===== src/hdl/cor_pkg.sv =====
// shared types and constants for the circle outline rasterizer
`timescale 1ns / 1ps

package cor_pkg;

  // action codes carried on in_tuser
  localparam logic ACT_START   = 1'b0;
  localparam logic ACT_ADVANCE = 1'b1;

  localparam int CENTER_W = 13;
  localparam int RADIUS_W = 10;
  localparam int COLOR_W  = 32;
  localparam int OFFX_W   = 11;
  localparam int OFFS_W   = 12;
  localparam int DEC_W    = 24;
  localparam int COORD_W  = 14;
  localparam int PIXIDX_W = 20;
  localparam int OCT_W    = 3;

  localparam logic [OCT_W-1:0] OCT_LAST = 3'd7;

  localparam int IN_DATA_W  = 72;
  localparam int OUT_DATA_W = 56;

  localparam int QUEUE_DEPTH = 2;
  localparam int QPTR_W      = 1;
  localparam int QCNT_W      = 2;

  // one step's worth of work handed from front to back
  typedef struct packed {
    logic [CENTER_W-1:0] cx;
    logic [CENTER_W-1:0] cy;
    logic [OFFS_W-1:0]   ox;
    logic [OFFS_W-1:0]   oy;
    logic [COLOR_W-1:0]  color;
    logic                done;
  } step_t;

endpackage


===== src/hdl/cor_front.sv =====
// front end: accepts beats, runs the midpoint decision and issues step records
`timescale 1ns / 1ps

module cor_front (
  input  logic                              clk,
  input  logic                              rst_n,
  input  logic                              in_tvalid,
  output logic                              in_tready,
  input  logic [cor_pkg::IN_DATA_W-1:0]     in_tdata,
  input  logic                              in_tuser,
  input  logic                              q_full,
  output logic                              q_push,
  output cor_pkg::step_t                    q_data
);

  logic [cor_pkg::OFFX_W-1:0]          x_r;
  logic signed [cor_pkg::OFFS_W-1:0]   y_r;
  logic signed [cor_pkg::DEC_W-1:0]    d_r;
  logic [cor_pkg::CENTER_W-1:0]        cx_r;
  logic [cor_pkg::CENTER_W-1:0]        cy_r;
  logic [cor_pkg::COLOR_W-1:0]         color_r;
  logic                                active_r;

  logic [cor_pkg::CENTER_W-1:0]        in_cx;
  logic [cor_pkg::CENTER_W-1:0]        in_cy;
  logic [cor_pkg::RADIUS_W-1:0]        in_radius;
  logic [cor_pkg::COLOR_W-1:0]         in_color;
  logic                                accept;
  logic                                is_start;
  logic                                dec_pos;
  logic [cor_pkg::OFFX_W-1:0]          x_inc;
  logic signed [cor_pkg::OFFS_W-1:0]   y_step;
  logic signed [cor_pkg::OFFS_W:0]     diff;
  logic signed [cor_pkg::DEC_W-1:0]    d_step;
  logic                                done_step;

  assign in_cx     = in_tdata[12:0];
  assign in_cy     = in_tdata[25:13];
  assign in_radius = in_tdata[35:26];
  assign in_color  = in_tdata[67:36];

  assign in_tready = !q_full;
  assign accept    = in_tvalid && in_tready;
  assign is_start  = (in_tuser == cor_pkg::ACT_START);

  assign dec_pos = (d_r > 0);
  assign x_inc   = x_r + 11'd1;
  assign y_step  = dec_pos ? (y_r - 12'sd1) : y_r;
  assign diff    = $signed({2'b00, x_inc}) - $signed({y_step[cor_pkg::OFFS_W-1], y_step});

  always_comb begin
    if (dec_pos) begin
      d_step = d_r + $signed({{9{diff[cor_pkg::OFFS_W]}}, diff, 2'b00}) + 24'sd10;
    end else begin
      d_step = d_r + $signed({11'b0, x_inc, 2'b00}) + 24'sd6;
    end
  end

  // the y offset can reach -1 on a zero-radius circle, so compare signed
  assign done_step = $signed({1'b0, x_inc}) > y_step;

  assign q_push = accept && (is_start || active_r);

  always_comb begin
    if (is_start) begin
      q_data.cx    = in_cx;
      q_data.cy    = in_cy;
      q_data.ox    = '0;
      q_data.oy    = {2'b00, in_radius};
      q_data.color = in_color;
      q_data.done  = 1'b0;
    end else begin
      q_data.cx    = cx_r;
      q_data.cy    = cy_r;
      q_data.ox    = {1'b0, x_inc};
      q_data.oy    = y_step;
      q_data.color = color_r;
      q_data.done  = done_step;
    end
  end

  always_ff @(posedge clk) begin
    if (!rst_n) begin
      x_r      <= '0;
      y_r      <= '0;
      d_r      <= '0;
      cx_r     <= '0;
      cy_r     <= '0;
      color_r  <= '0;
      active_r <= 1'b0;
    end else if (accept) begin
      if (is_start) begin
        x_r      <= '0;
        y_r      <= $signed({2'b00, in_radius});
        d_r      <= 24'sd3 - $signed({13'b0, in_radius, 1'b0});
        cx_r     <= in_cx;
        cy_r     <= in_cy;
        color_r  <= in_color;
        active_r <= 1'b1;
      end else if (active_r) begin
        x_r <= x_inc;
        y_r <= y_step;
        d_r <= d_step;
        if (done_step) begin
          active_r <= 1'b0;
        end
      end
    end
  end

endmodule


===== src/hdl/cor_queue.sv =====
// two-entry step queue between front and back
`timescale 1ns / 1ps

module cor_queue (
  input  logic            clk,
  input  logic            rst_n,
  input  logic            push,
  input  cor_pkg::step_t  push_data,
  output logic            full,
  input  logic            pop,
  output logic            not_empty,
  output cor_pkg::step_t  pop_data
);

  cor_pkg::step_t                 mem_r [cor_pkg::QUEUE_DEPTH];
  logic [cor_pkg::QPTR_W-1:0]     wr_ptr_r;
  logic [cor_pkg::QPTR_W-1:0]     rd_ptr_r;
  logic [cor_pkg::QCNT_W-1:0]     cnt_r;

  assign full      = (cnt_r == cor_pkg::QCNT_W'(cor_pkg::QUEUE_DEPTH));
  assign not_empty = (cnt_r != '0);
  assign pop_data  = mem_r[rd_ptr_r];

  always_ff @(posedge clk) begin
    if (push) begin
      mem_r[wr_ptr_r] <= push_data;
    end
  end

  always_ff @(posedge clk) begin
    if (!rst_n) begin
      wr_ptr_r <= '0;
      rd_ptr_r <= '0;
      cnt_r    <= '0;
    end else begin
      if (push) begin
        wr_ptr_r <= wr_ptr_r + 1'b1;
      end
      if (pop) begin
        rd_ptr_r <= rd_ptr_r + 1'b1;
      end
      if (push && !pop) begin
        cnt_r <= cnt_r + 1'b1;
      end else if (pop && !push) begin
        cnt_r <= cnt_r - 1'b1;
      end
    end
  end

endmodule


===== src/hdl/cor_back.sv =====
// back end: walks the eight octants of each step and forms pixel writes
`timescale 1ns / 1ps

module cor_back #(
  parameter int FRAME_WIDTH  = 1024,
  parameter int FRAME_HEIGHT = 768
) (
  input  logic                              clk,
  input  logic                              rst_n,
  input  logic                              q_not_empty,
  input  cor_pkg::step_t                    q_data,
  output logic                              q_pop,
  output logic                              out_tvalid,
  input  logic                              out_tready,
  output logic [cor_pkg::OUT_DATA_W-1:0]    out_tdata,
  output logic                              out_tlast,
  output logic                              out_tuser
);

  localparam int WW    = $clog2(FRAME_WIDTH) + 2;
  localparam int IDX_W = cor_pkg::COORD_W + WW;
  localparam logic signed [IDX_W-1:0] FW_S  = IDX_W'(FRAME_WIDTH);
  localparam logic signed [IDX_W-1:0] FSIZE = IDX_W'(FRAME_WIDTH * FRAME_HEIGHT);

  localparam int CW = cor_pkg::COORD_W;

  // current step and octant counter
  cor_pkg::step_t                   cur_r;
  logic                             cur_vld_r;
  logic [cor_pkg::OCT_W-1:0]        oct_r;

  // stage 1: column and row
  logic                             s1_vld_r;
  logic signed [CW-1:0]             s1_col_r;
  logic signed [CW-1:0]             s1_row_r;
  logic [cor_pkg::COLOR_W-1:0]      s1_color_r;
  logic                             s1_last_r;
  logic                             s1_done_r;

  // stage 2: linear index
  logic                             s2_vld_r;
  logic signed [IDX_W-1:0]          s2_idx_r;
  logic [cor_pkg::COLOR_W-1:0]      s2_color_r;
  logic                             s2_last_r;
  logic                             s2_done_r;

  // output register
  logic                             out_vld_r;
  logic [cor_pkg::PIXIDX_W-1:0]     out_idx_r;
  logic                             out_we_r;
  logic [cor_pkg::COLOR_W-1:0]      out_color_r;
  logic                             out_last_r;
  logic                             out_done_r;

  logic                             adv;
  logic                             oct_end;
  logic signed [CW-1:0]             cx_e;
  logic signed [CW-1:0]             cy_e;
  logic signed [CW-1:0]             ox_e;
  logic signed [CW-1:0]             oy_e;
  logic signed [CW-1:0]             a_op;
  logic signed [CW-1:0]             b_op;
  logic signed [CW-1:0]             col_nxt;
  logic signed [CW-1:0]             row_nxt;
  logic signed [IDX_W-1:0]          row_w;
  logic signed [IDX_W-1:0]          col_w;
  logic signed [IDX_W-1:0]          idx_nxt;
  logic                             in_frame;

  // whole pipeline moves together whenever the output slot frees up
  assign adv     = !out_vld_r || out_tready;
  assign oct_end = (oct_r == cor_pkg::OCT_LAST);
  assign q_pop   = q_not_empty && (!cur_vld_r || (adv && oct_end));

  assign cx_e = $signed({cur_r.cx[cor_pkg::CENTER_W-1], cur_r.cx});
  assign cy_e = $signed({cur_r.cy[cor_pkg::CENTER_W-1], cur_r.cy});
  assign ox_e = $signed({{(CW-cor_pkg::OFFS_W){cur_r.ox[cor_pkg::OFFS_W-1]}}, cur_r.ox});
  assign oy_e = $signed({{(CW-cor_pkg::OFFS_W){cur_r.oy[cor_pkg::OFFS_W-1]}}, cur_r.oy});

  // octant bit 2 swaps the offsets, bit 0 negates column, bit 1 negates row
  assign a_op    = oct_r[2] ? oy_e : ox_e;
  assign b_op    = oct_r[2] ? ox_e : oy_e;
  assign col_nxt = oct_r[0] ? (cx_e - a_op) : (cx_e + a_op);
  assign row_nxt = oct_r[1] ? (cy_e - b_op) : (cy_e + b_op);

  assign row_w   = $signed({{(IDX_W-CW){s1_row_r[CW-1]}}, s1_row_r});
  assign col_w   = $signed({{(IDX_W-CW){s1_col_r[CW-1]}}, s1_col_r});
  assign idx_nxt = row_w * FW_S + col_w;

  assign in_frame = !s2_idx_r[IDX_W-1] && (s2_idx_r < FSIZE);

  always_ff @(posedge clk) begin
    if (!rst_n) begin
      cur_vld_r <= 1'b0;
      oct_r     <= '0;
      s1_vld_r  <= 1'b0;
      s2_vld_r  <= 1'b0;
      out_vld_r <= 1'b0;
    end else begin
      if (q_pop) begin
        cur_vld_r <= 1'b1;
        oct_r     <= '0;
      end else if (adv && cur_vld_r) begin
        oct_r <= oct_r + 1'b1;
        if (oct_end) begin
          cur_vld_r <= 1'b0;
        end
      end
      if (adv) begin
        s1_vld_r  <= cur_vld_r;
        s2_vld_r  <= s1_vld_r;
        out_vld_r <= s2_vld_r;
      end
    end
  end

  always_ff @(posedge clk) begin
    if (q_pop) begin
      cur_r <= q_data;
    end
    if (adv) begin
      s1_col_r    <= col_nxt;
      s1_row_r    <= row_nxt;
      s1_color_r  <= cur_r.color;
      s1_last_r   <= oct_end;
      s1_done_r   <= cur_r.done;
      s2_idx_r    <= idx_nxt;
      s2_color_r  <= s1_color_r;
      s2_last_r   <= s1_last_r;
      s2_done_r   <= s1_done_r;
      out_idx_r   <= in_frame ? s2_idx_r[cor_pkg::PIXIDX_W-1:0] : '0;
      out_we_r    <= in_frame;
      out_color_r <= s2_color_r;
      out_last_r  <= s2_last_r;
      out_done_r  <= s2_done_r;
    end
  end

  assign out_tvalid = out_vld_r;
  assign out_tdata  = {3'b000, out_color_r, out_we_r, out_idx_r};
  assign out_tlast  = out_last_r;
  assign out_tuser  = out_done_r;

endmodule


===== src/hdl/circle_outline_rasterizer.sv =====
// top level of the midpoint circle outline rasterizer
//
// input beats: in_tuser selects start (0) or advance (1). a start beat latches
// center, radius and color and yields the eight writes of the first step; each
// advance beat moves one step along the octant and yields eight more writes.
// advance beats with no circle running are consumed and yield nothing.
// output beats: one pixel write each, eight per step, out_tlast on the eighth,
// out_tuser set on all writes of the circle's final step. write_enable is low
// and the index zero when the linear index falls outside the frame.
// throughput: one output beat per cycle while out_tready is high and steps wait in
// the queue, eight per step from the octant walk in the back end; a new input beat is
// taken while earlier steps are still being written, up to the two-entry step queue.
// the first write of a step passes, when the back end is idle, through the queue,
// the current step register, octant select, index multiply and output register.
// a stalled out_tready holds the output beat and the whole back pipeline; the
// front keeps taking beats until the queue fills, then drops in_tready.
// reset clears the circle state, the queue and all valid flags.
`timescale 1ns / 1ps

module circle_outline_rasterizer #(
  parameter int FRAME_WIDTH  = 1024,
  parameter int FRAME_HEIGHT = 768
) (
  input  logic                              clk,
  input  logic                              rst_n,
  input  logic                              in_tvalid,
  output logic                              in_tready,
  // center_x[12:0], center_y[25:13], radius[35:26], color[67:36]
  input  logic [cor_pkg::IN_DATA_W-1:0]     in_tdata,
  // action
  input  logic                              in_tuser,
  output logic                              out_tvalid,
  input  logic                              out_tready,
  // pixel_index[19:0], write_enable[20], pixel_color[52:21]
  output logic [cor_pkg::OUT_DATA_W-1:0]    out_tdata,
  output logic                              out_tlast,
  // circle_done
  output logic                              out_tuser
);

  logic            q_push;
  logic            q_full;
  logic            q_pop;
  logic            q_not_empty;
  cor_pkg::step_t  q_wdata;
  cor_pkg::step_t  q_rdata;

  cor_front u_front (
    .clk       (clk),
    .rst_n     (rst_n),
    .in_tvalid (in_tvalid),
    .in_tready (in_tready),
    .in_tdata  (in_tdata),
    .in_tuser  (in_tuser),
    .q_full    (q_full),
    .q_push    (q_push),
    .q_data    (q_wdata)
  );

  cor_queue u_queue (
    .clk       (clk),
    .rst_n     (rst_n),
    .push      (q_push),
    .push_data (q_wdata),
    .full      (q_full),
    .pop       (q_pop),
    .not_empty (q_not_empty),
    .pop_data  (q_rdata)
  );

  cor_back #(
    .FRAME_WIDTH  (FRAME_WIDTH),
    .FRAME_HEIGHT (FRAME_HEIGHT)
  ) u_back (
    .clk         (clk),
    .rst_n       (rst_n),
    .q_not_empty (q_not_empty),
    .q_data      (q_rdata),
    .q_pop       (q_pop),
    .out_tvalid  (out_tvalid),
    .out_tready  (out_tready),
    .out_tdata   (out_tdata),
    .out_tlast   (out_tlast),
    .out_tuser   (out_tuser)
  );

endmodule

===== config.mk =====
export PLATFORM = sky130hd
export DESIGN_NAME = circle_outline_rasterizer
export DESIGN_NICKNAME = d
export VERILOG_FILES = /design/src/hdl/cor_pkg.sv /design/src/hdl/cor_front.sv /design/src/hdl/cor_queue.sv /design/src/hdl/cor_back.sv /design/src/hdl/circle_outline_rasterizer.sv
export SDC_FILE = /design/constraint.sdc
export NUM_CORES = 1
export LEC_CHECK = 0
export BUFFER_PORTS_ARGS = -buffer_cell sky130_fd_sc_hd__buf_2
export CAP_MARGIN = 0
export CORE_MARGIN = 10
export CORE_UTILIZATION = 35
export CTS_CLUSTER_SIZE = 25
export DETAILED_ROUTE_END_ITERATION = 6
export SYNTH_ARGS = -nofsm -noshare
export SYNTH_HDL_FRONTEND = slang
export SYNTH_SLANG_ARGS = --single-unit
export TNS_END_PERCENT = 1

===== constraint.sdc =====
create_clock -name clk -period 8.4 [get_ports clk]
set_input_delay 1.68 -clock clk [delete_from_list [all_inputs] [get_ports clk]]
set_output_delay 1.68 -clock clk [all_outputs]
set_load 0.005 [all_outputs]

==> Word level (Yosys, flattened, before mapping) <==
Memory sizes are Yosys's and may differ from the RTL's. A register that Yosys moved wholly into a read port is not among the register bits.
Index checks and enable logic that the tools add are counted.
{ "op_classes": {"n_addsub": 18, "order_cmp": 3, "n_eq_ne": 3, "mux": 23, "bitwise_logic": 2, "n_reduce_logical": 25} }
{ "ops": {"columns": ["cell", "count"], "rows": [
  ["$mux W83", 1],
  ["$mux W24", 3],
  ["$mux W14", 4],
  ["$mux W12", 3],
  ["$add A13 B14 Y14", 2],
  ["$sub A13 B14 Y14", 2],
  ["$lt A26 B21 Y1 const B", 1],
  ["$add A24 B14 Y25", 1],
  ["$add A24 B14 Y24", 1],
  ["$add A24 B15 Y24", 1],
  ["$add A24 B4 Y24 const B", 1],
  ["$add A24 B5 Y24 const B", 1],
  ["$gt A24 B1 Y1 const B", 1],
  ["$mux W11", 2],
  ["$sub A12 B12 Y13", 1],
  ["$gt A12 B12 Y1", 1],
  ["$sub A12 B2 Y12 const B", 1],
  ["$sub A2 B11 Y12 const A", 1],
  ["$add A11 B1 Y11 const B", 1],
  ["$logic_and A1 B1 Y1", 8],
  ["$mux W1", 8],
  ["$reduce_bool A2 Y1", 4],
  ["$logic_not A1 Y1", 6],
  ["$reduce_and A2 Y1", 3],
  ["other kinds (11)", 16]
]} }
{ "word_totals": {"ff_bits": 294, "ram_bits": 166, "out_inout_bits": 60, "word_cells": 104, "mem_count": 1} }
{ "mem_list": {"columns": ["name", "depth", "width", "rd", "rd_ports_with_merged_regs", "write_ports", "line", "source"], "rows": [
  ["u_queue.mem_r", 2, 83, 1, 1, 1, "cor_queue.sv:15", "cor_pkg::step_t mem_r [cor_pkg::QUEUE_DEPTH];"]
]} }

==> Logic depth before layout (Yosys ltp) <==
Gate-level depths: netlist (run 1).
{ "logic_depth": {"word_depth": 8, "ltp_mapped": 25} }

==> Modules after synthesis <==
A second synthesis (run 1) with hierarchy kept.
{ "unflattened": {"hier_cells": 2032, "area_unflattened_um2": 25609.6} }
{ "modules_own_cells": {"columns": ["mod", "n_inst", "cells_per_inst", "area_per_inst_um2"], "rows": [
  ["cor_back", 1, 693, 10951.8],
  ["cor_front", 1, 1059, 8425.6],
  ["cor_queue", 1, 280, 6232.2]
]} }

==> Worst setup path after synthesis (run 1) <==
OpenSTA, ideal clock, no wires.
{ "synth_path": {"kind": "in2reg", "from": "input out_tready", "to": "register, netlist name u_back.cur_r[0]", "arrival_time_ns": 7.977, "path_slack_ns": -0.013, "stages": 6, "path_buffers": 1, "cell_sequence": "nor2b_1 -> inv_1 -> a21boi_0 -> or2_2 -> clkbuf_1 -> inv_1"} }
{ "synth_between": {"elab_chain_len": 4} }
{ "synth_rtl": {"columns": ["item", "line", "source"], "rows": [
  ["start, declared", "circle_outline_rasterizer.sv:33", "input logic out_tready,"],
  ["$logic_or A1 B1 Y1", "cor_back.sv:71", "assign adv = !out_vld_r || out_tready;"],
  ["$logic_and A1 B1 Y1", "cor_back.sv:73", "assign q_pop = q_not_empty && (!cur_vld_r || (adv && oct_end));"],
  ["$logic_or A1 B1 Y1", "cor_back.sv:73", null],
  ["$logic_and A1 B1 Y1", "cor_back.sv:73", null],
  ["named net q_pop", "circle_outline_rasterizer.sv:43", "logic q_pop;"]
]} }
The timed path passes the listed nets, and every way through them passes these cells.
A chain may end at the register's enable or synchronous reset.

==> Final worst setup path (run 1) <==
{ "layout_path": {"from": "register u_front.d_r[17] in the netlist's numbering", "to": "register u_front.d_r[23] in the netlist's numbering"} }
{ "layout_between": {"elab_chain_len": 8} }
{ "layout_rtl": {"columns": ["item", "line", "source"], "rows": [
  ["start, declared", "cor_front.sv:18", "logic signed [cor_pkg::DEC_W-1:0] d_r;"],
  ["start signal, assigned", "cor_front.sv:95", "d_r <= 24'sd3 - $signed({13'b0, in_radius, 1'b0});"],
  ["start signal, assigned", "cor_front.sv:103", "d_r <= d_step;"],
  ["$gt A24 B1 Y1", "cor_front.sv:46", "assign dec_pos = (d_r > 0);"],
  ["$mux W12", "cor_front.sv:48", "assign y_step = dec_pos ? (y_r - 12'sd1) : y_r;"],
  ["$sub A12 B12 Y13", "cor_front.sv:49", "assign diff = $signed({2'b00, x_inc}) - $signed({y_step[cor_pkg::OFFS_W-1], y_step});"],
  ["$add A24 B15 Y24", "cor_front.sv:53", "d_step = d_r + $signed({{9{diff[cor_pkg::OFFS_W]}}, diff, 2'b00}) + 24'sd10;"],
  ["$add A24 B5 Y24", "cor_front.sv:53", null],
  ["$mux W24 *", "cor_front.sv:52", "if (dec_pos) begin"],
  ["$mux W24 *", "cor_front.sv:100", "end else if (active_r) begin"],
  ["$mux W24 *", "cor_front.sv:92", "if (is_start) begin"]
]} }
Every way passes the cells marked *; elsewhere a longest branch is shown, timed or not. The select of a mux whose other input is x is not followed.

==> results of run 1 <==
-- cell families after synthesis --
| kind of cell | count (synthesis) | synth area share (%) |
|---|---|---|
| other | 1 | 0.01494 |
| adders and majority gates | 130 | 6.660 |
| xor gates and xnor gates | 127 | 4.492 |
| muxes | 164 | 7.269 |
| DFF | 539 | 59.82 |
| and+or+nand+nor | 511 | 9.756 |
| AOI/OAI and AO/OA | 374 | 10.00 |
| buffers and inverters | 128 | 1.984 |
-- per-layer routing --
layer  GRT usage (%)  up-vias
li1                -     7553
met2           23.52      286
met3           2.066       90
met1           15.48     7586
met4           3.737        0
met5               0        -
-- metrics by stage --
| stage | setup WS [ps] | total power [µW] |
|---|---|---|
| 2_1_floorplan | 1636 | 7168 |
| 3_3_place_gp | 1712 | 8100 |
| 3_5_place_dp | 1711 | 8236 |
| 4_1_cts | 1692 | 10690 |
| 5_1_grt | 1241 | 11310 |
| 6_report | 1658 | 10580 |
-- power by group --
group / switching, µW / internal (µW)
clock network: 1020 / 1380
registers: 327 / 3880
logic: 2250 / 1720
-- how the worst max path moves through the flow --
stage / end / cells after the start / slack (ps) / start
detailed placement: u_front.d_r[23] / 22 / 1710 / u_front.d_r[11]
global route: u_front.d_r[23] / 22 / 1240 / u_front.d_r[16]
CTS: u_front.d_r[23] / 22 / 1690 / u_front.d_r[11]
global placement: u_front.d_r[23] / 22 / 1710 / u_front.d_r[11]
finish: u_front.d_r[23] / 22 / 1660 / u_front.d_r[17]
floorplan: u_back.cur_r[0] / 6 / 1640 / out_tready
-- sequential cells by signal, summed over array words and instances, names as in the netlist, 20 cells and up --
name,flops
u_back.cur_r,82
u_back.s2_idx_r,25
u_back.s1_color_r,32
u_back.out_color_r,32
u_back.out_idx_r,20
u_front.d_r,24
u_front.color_r,32
u_queue.mem_r,164
u_back.s2_color_r,32
-- final cells by class --
cell class                      count  area (µm²)
Antenna cell                        2       5.005
Clock buffer                       83        1553
Clock inverter                     23       241.5
Fill cell                        6596       42620
Inverter                           54       207.7
Multi-Input combinational cell   1309        9627
Sequential cell                   539       15020
Tap cell                          950        1189
Timing Repair Buffer              143       780.7
-- synth_stat cells (15+ instances only) --
library cell	instances
a211oi_1	17
a21boi_0	71
a21o_1	16
a21oi_1	87
and2_1	46
clkbuf_1	56
dfxtp_1	117
edfxtp_1	422
ha_1	124
inv_1	54
mux2_2	146
mux2i_1	18
nand2_1	189
nand3_1	25
nor2_1	99
nor2b_1	22
nor3_1	40
o211ai_1	15
o21a_1	16
o21ai_0	68
or3_1	16
xnor2_1	70
xor2_1	55
-- critical path, stage by stage (launching register included) --
cell and delay, ps:
dfxtp_1 460, nor4_1 120, and4_1 250, a21oi_2 900, nand3_1 460, nor3_1 290, xnor2_1 180, ha_1 320
or2_2 320, a21oi_1 160, a31oi_1 100, a21o_1 210, a21oi_1 180, xnor2_1 200, ha_1 290, ha_1 410
nand3_1 120, o31ai_1 380, a31oi_1 230, a311oi_1 510, a221oi_1 180, xnor2_1 170, a32o_1 200
==> results.json, run 1 <==
{
  "outcome": "finished, final reports clean",
  "leakagePower_uw": 0.01088,
  "io_buffers": 129,
  "grt_pass1_vias": 15640,
  "dp.cells": 2995,
  "r2r_slack_ps": 1660,
  "grt_pass1_wl_um": 85530,
  "htree_levels": 2,
  "hold_violations": 0,
  "dpl-instance-area_um2": 26820,
  "fin_util_pct": 40.18,
  "mostFrequentLayoutCell": "edfxtp_1",
  "initial_core_util_pct": 35.23,
  "hpwl_um": 36850,
  "row_count": 98,
  "dr_wl_met2_um": 28100,
  "synth_top_area_share_pct": 50.49,
  "avgSynthCellArea_um2": 12.71,
  "synth.distinct_cells": 77,
  "cts_tree": "done",
  "areaGrowthSynthToFinish_pct": 14.04,
  "worstPathRequired_ps": 8900,
  "ir_worst_vdd_v": 0.0001615,
  "top_layer_used": "met4",
  "final_layout_size_suffix_gt1_share_pct": 19.06,
  "wl_um": 54850,
  "detail_route.iter0.violations": 874,
  "path_class": "reg -> reg",
  "ant_nets": 0,
  "synthArstFlopShare_pct": 0,
  "nets": 2310,
  "max_freq_ghz": 0.1483,
  "r2r_cells": 22,
  "clkTransAtPathRegs_ps": 60,
  "die-area_um2": 82820,
  "min_path_type": "reg -> reg",
  "io_pins": 137,
  "cp_max_fo": 17,
  "reg2reg_to": "u_front.d_r[23]",
  "min_period_over_period_pct": 80.27,
  "insertion_delay_ps": 620,
  "via_per_inst": 5.000,
  "cts-hold-fix-buffers": 0,
  "synth_edf_count": 422,
  "cp-start-kind": "flop",
  "fin_cells": 3103,
  "antenna_found_initial": 6,
  "hold-path-endpoint": "u_back.s2_idx_r[8]",
  "layout_common_cells": "422 x edfxtp_1, 188 x nand2_1, 146 x mux2_2",
  "rsz0062_at_grt": "false",
  "maxSlewViolCount": 0,
  "synth_area_leaders": "edfxtp_1 50%, dfxtp_1 9.3%, mux2_2 6.6%",
  "cts_made_buffers": 56,
  "synthesis.area_um2": 25100,
  "grt_max_degree": 181,
  "yosysSeqAreaShare_pct": 59.82,
  "syn-instance-count": 1974,
  "setup_violations": 0,
  "finalWeightedCongestion": 0.8749,
  "root_buffer": "clkbuf_16",
  "wl_per_cell_um": 17.68,
  "synthFlopType": "edfxtp_1",
  "cts_setup_buffers": 0,
  "cp-end-kind": "flop",
  "arrival_ps": 7240,
  "yosysTopAreaCell": "edfxtp_1",
  "clk_path_buf_depth": 3,
  "max_cap_viol_count": 0,
  "setup_tns_ps": 0,
  "period_needed_ps": 6742,
  "drc": 0,
  "hp-start": "u_back.s1_col_r[8]",
  "wl_met1_um": 23220,
  "wl_met3_um": 2191,
  "core-area_um2": 71240,
  "first_pass_iters": 5,
  "dieHeight_um": 287.8,
  "r2r_start": "u_front.d_r[17]",
  "power_density_nw_per_um2": 369.5,
  "grt.overflow.total": 0,
  "tightestPinTransition_ps": 1126,
  "stdcell_area_um2": 28620,
  "synth_seq_cells": 539,
  "die_w_um": 287.8,
  "yosys_warnings": 0,
  "finalClockSkew_ps": 28.46,
  "cts_sinks": 539,
  "routed-via-count": 15520,
  "grt_usage_pct": 12.93,
  "holdWs_ps": 409.8,
  "relSlewSlack_pct": 24.91,
  "hold_path_depth": 0,
  "cts-resized-gates": 0
}
Power figures use the tool's default switching activity.
==> run 2: changes to the inputs <==
--- a/config.mk
+++ b/config.mk
@@ -5,6 +5,7 @@
 export SDC_FILE = /design/constraint.sdc
 export NUM_CORES = 1
 export LEC_CHECK = 0
+export ABC_AREA = 1
 export BUFFER_PORTS_ARGS = -buffer_cell sky130_fd_sc_hd__buf_2
 export CAP_MARGIN = 0
 export CORE_MARGIN = 10
==> constraint.sdc (replaced) <==
create_clock -name clk -period 6 [get_ports clk]
set_input_delay 1.2 -clock clk [delete_from_list [all_inputs] [get_ports clk]]
set_output_delay 1.2 -clock clk [all_outputs]
set_load 0.005 [all_outputs]
==> results.json, run 2 <==
{
  "largest_reg_flops": 164,
  "maxSlewViolCount": 0,
  "pre_cts_ws_ps": 563.8,
  "wl_um": 57890,
  "first_pass_iters": 5,
  "finalWeightedCongestion": 0.8845,
  "clkTransAtPathRegs_ps": 70,
  "antenna_cells": 0,
  "synth_area_leaders": "edfxtp_1 50%, dfxtp_1 9.3%, nand2_1 8.7%",
  "r2r_slack_ps": 640,
  "layout_common_cells": "583 x nand2_1, 422 x edfxtp_1, 260 x inv_1",
  "min_path_type": "reg -> reg",
  "die_w_um": 288.1,
  "cp-start-kind": "flop",
  "rsz0062_at_grt": "false",
  "synth_top_area_share_pct": 50.37,
  "io_buffers": 129,
  "yosysSeqAreaShare_pct": 59.67,
  "core-area_um2": 71360,
  "dieHeight_um": 288.1,
  "finalClockSkew_ps": 30.44,
  "synthArstFlopShare_pct": 0,
  "initial_core_util_pct": 35.26,
  "n_fill_cell": 6896,
  "io_pins": 137,
  "drc": 0,
  "synthesis.area_um2": 25160,
  "fin_cells": 3628,
  "hold_violations": 0,
  "arrival_ps": 5820,
  "setup_ws_ps": 639.4,
  "clk_path_buf_depth": 3,
  "mostFrequentLayoutCell": "nand2_1",
  "synth.distinct_cells": 55,
  "areaGrowthSynthToFinish_pct": 14.28,
  "synth_seq_cells": 539,
  "max_cap_viol_count": 0,
  "min_period_over_period_pct": 89.34,
  "via_per_inst": 4.829,
  "syn-instance-count": 2500,
  "synthFlopType": "edfxtp_1",
  "final_layout_size_suffix_gt1_share_pct": 10.79,
  "power_density_nw_per_um2": 528.9,
  "routed-via-count": 17520,
  "hp-start": "u_back.s1_last_r",
  "grt.overflow.total": 0,
  "setup_tns_ps": 0,
  "max_stage_delay_ps": 390,
  "synth_edf_count": 422,
  "grt_usage_pct": 13.69,
  "tightestPinTransition_ps": 1073,
  "max_freq_ghz": 0.1865,
  "wl_per_cell_um": 15.96,
  "cp-end-kind": "flop",
  "die-area_um2": 83010,
  "insertion_delay_ps": 610,
  "startpoint": "u_front.d_r[15]",
  "cts_made_buffers": 55,
  "antenna_found_initial": 1,
  "avgSynthCellArea_um2": 10.06,
  "fin_util_pct": 40.29,
  "root_buffer": "clkbuf_16",
  "yosys-top-cells-count": "583 x nand2_1, 422 x edfxtp_1, 264 x inv_1",
  "dp.cells": 3524,
  "grt_pass1_wl_um": 92090,
  "yosysTopAreaCell": "edfxtp_1",
  "period_needed_ps": 5361,
  "r2r_start": "u_front.d_r[15]",
  "largest_registers": "u_queue.mem_r x164, u_back.cur_r x82",
  "leakagePower_uw": 0.01208,
  "grt_pass1_vias": 17300,
  "hpwl_um": 40410,
  "cp_max_fo": 14,
  "cts_sinks": 539,
  "yosys_warnings": 0,
  "ir_worst_vdd_v": 0.0003137,
  "worstPathRequired_ps": 6460,
  "cts_tree": "done",
  "ant_nets": 0,
  "nets": 2838,
  "grt_max_degree": 77,
  "detail_route.iter0.violations": 1100,
  "row_count": 98,
  "regArea_um2": 15020,
  "multiInputGateArea_um2": 8772,
  "setup_violations": 0,
  "outcome": "finished, final reports clean",
  "yosysMostFrequentCell": "nand2_1",
  "path_class": "reg -> reg",
  "relSlewSlack_pct": 28.08,
  "top_register": "u_queue.mem_r",
  "htree_levels": 2,
  "crit_path_top_delay_cell": "dfxtp_1"
}
-- run 2: cell count changes after synthesis, moves of 69 or more --
cell / previous run / this run
a21boi_0: 71 / 2
a21oi_1: 87 / 201
inv_1: 54 / 264
o21ai_0: 68 / 227
nand2_1: 189 / 583
mux2_2: 146 / 0
-- run 2: cell families after synthesis --
kind of cell	Yosys count	share of synthesized area, %
XOR/XNOR	96	3.342
buffers and inverters	359	5.590
AO/OA/AOI/OAI	514	10.92
AND/OR/NAND/NOR	861	13.82
adder cells (fa/ha/maj)	130	6.644
other	1	0.01490
flip-flops	539	59.67
-- run 2: through the flow --
stage,hold WS [ps],total power [µW],cell area (µm²)
6_report,405.7,15210,28750
4_1_cts,401.7,15380,28750
3_5_place_dp,404.5,11840,26880
5_1_grt,419.2,16380,28750
2_1_floorplan,400.3,10090,25170
3_3_place_gp,400.2,11690,26880
-- run 2: power breakdown --
part	switching (µW)	internal, µW
clock network	1450	2040
registers	411	5600
logic	3700	2020
-- run 2: path summary, 6_finish.rpt --
kind | endpoint | cells past startpoint
min | u_back.s2_last_r | 0
max reg2reg | u_front.d_r[19] | 28
max | u_front.d_r[19] | 28
min reg2reg | u_back.s2_last_r | 0
-- run 2: timing repair --
| action | in CTS | in global routing |
|---|---|---|
| setup endpoints to repair | 0 | 5 |
| hold buffers | 0 | 0 |
| resized for setup | 0 | 1 |
| setup buffers | 0 | 0 |
-- run 2: metal layers --
layer | part of all wire (%) | vias to the layer above | track usage [%]
met5 | 0.012 | - | 0
met4 | 2.0 | 2 | 3.555
met3 | 5.5 | 89 | 2.192
met2 | 47 | 397 | 23.25
met1 | 45 | 8307 | 17.97
li1 | - | 8725 | -
-- run 2: final cells by class --
type	count	share of cell area, %
Sequential cell	539	52.22
Inverter	271	3.577
Timing Repair Buffer	160	3.055
Tap cell	950	4.134
Clock buffer	68	5.200
Multi-Input combinational cell	1604	30.51
Clock inverter	36	1.305
-- run 2: critical path: cells and delay by family, from the launching register on --
family | cells | cell delay (ps)
compound gates | 9 | 1560
fa+ha+maj | 3 | 1070
simple gates | 13 | 1690
buf+inv | 2 | 330
xor+xnor | 1 | 150
flops | 1 | 390
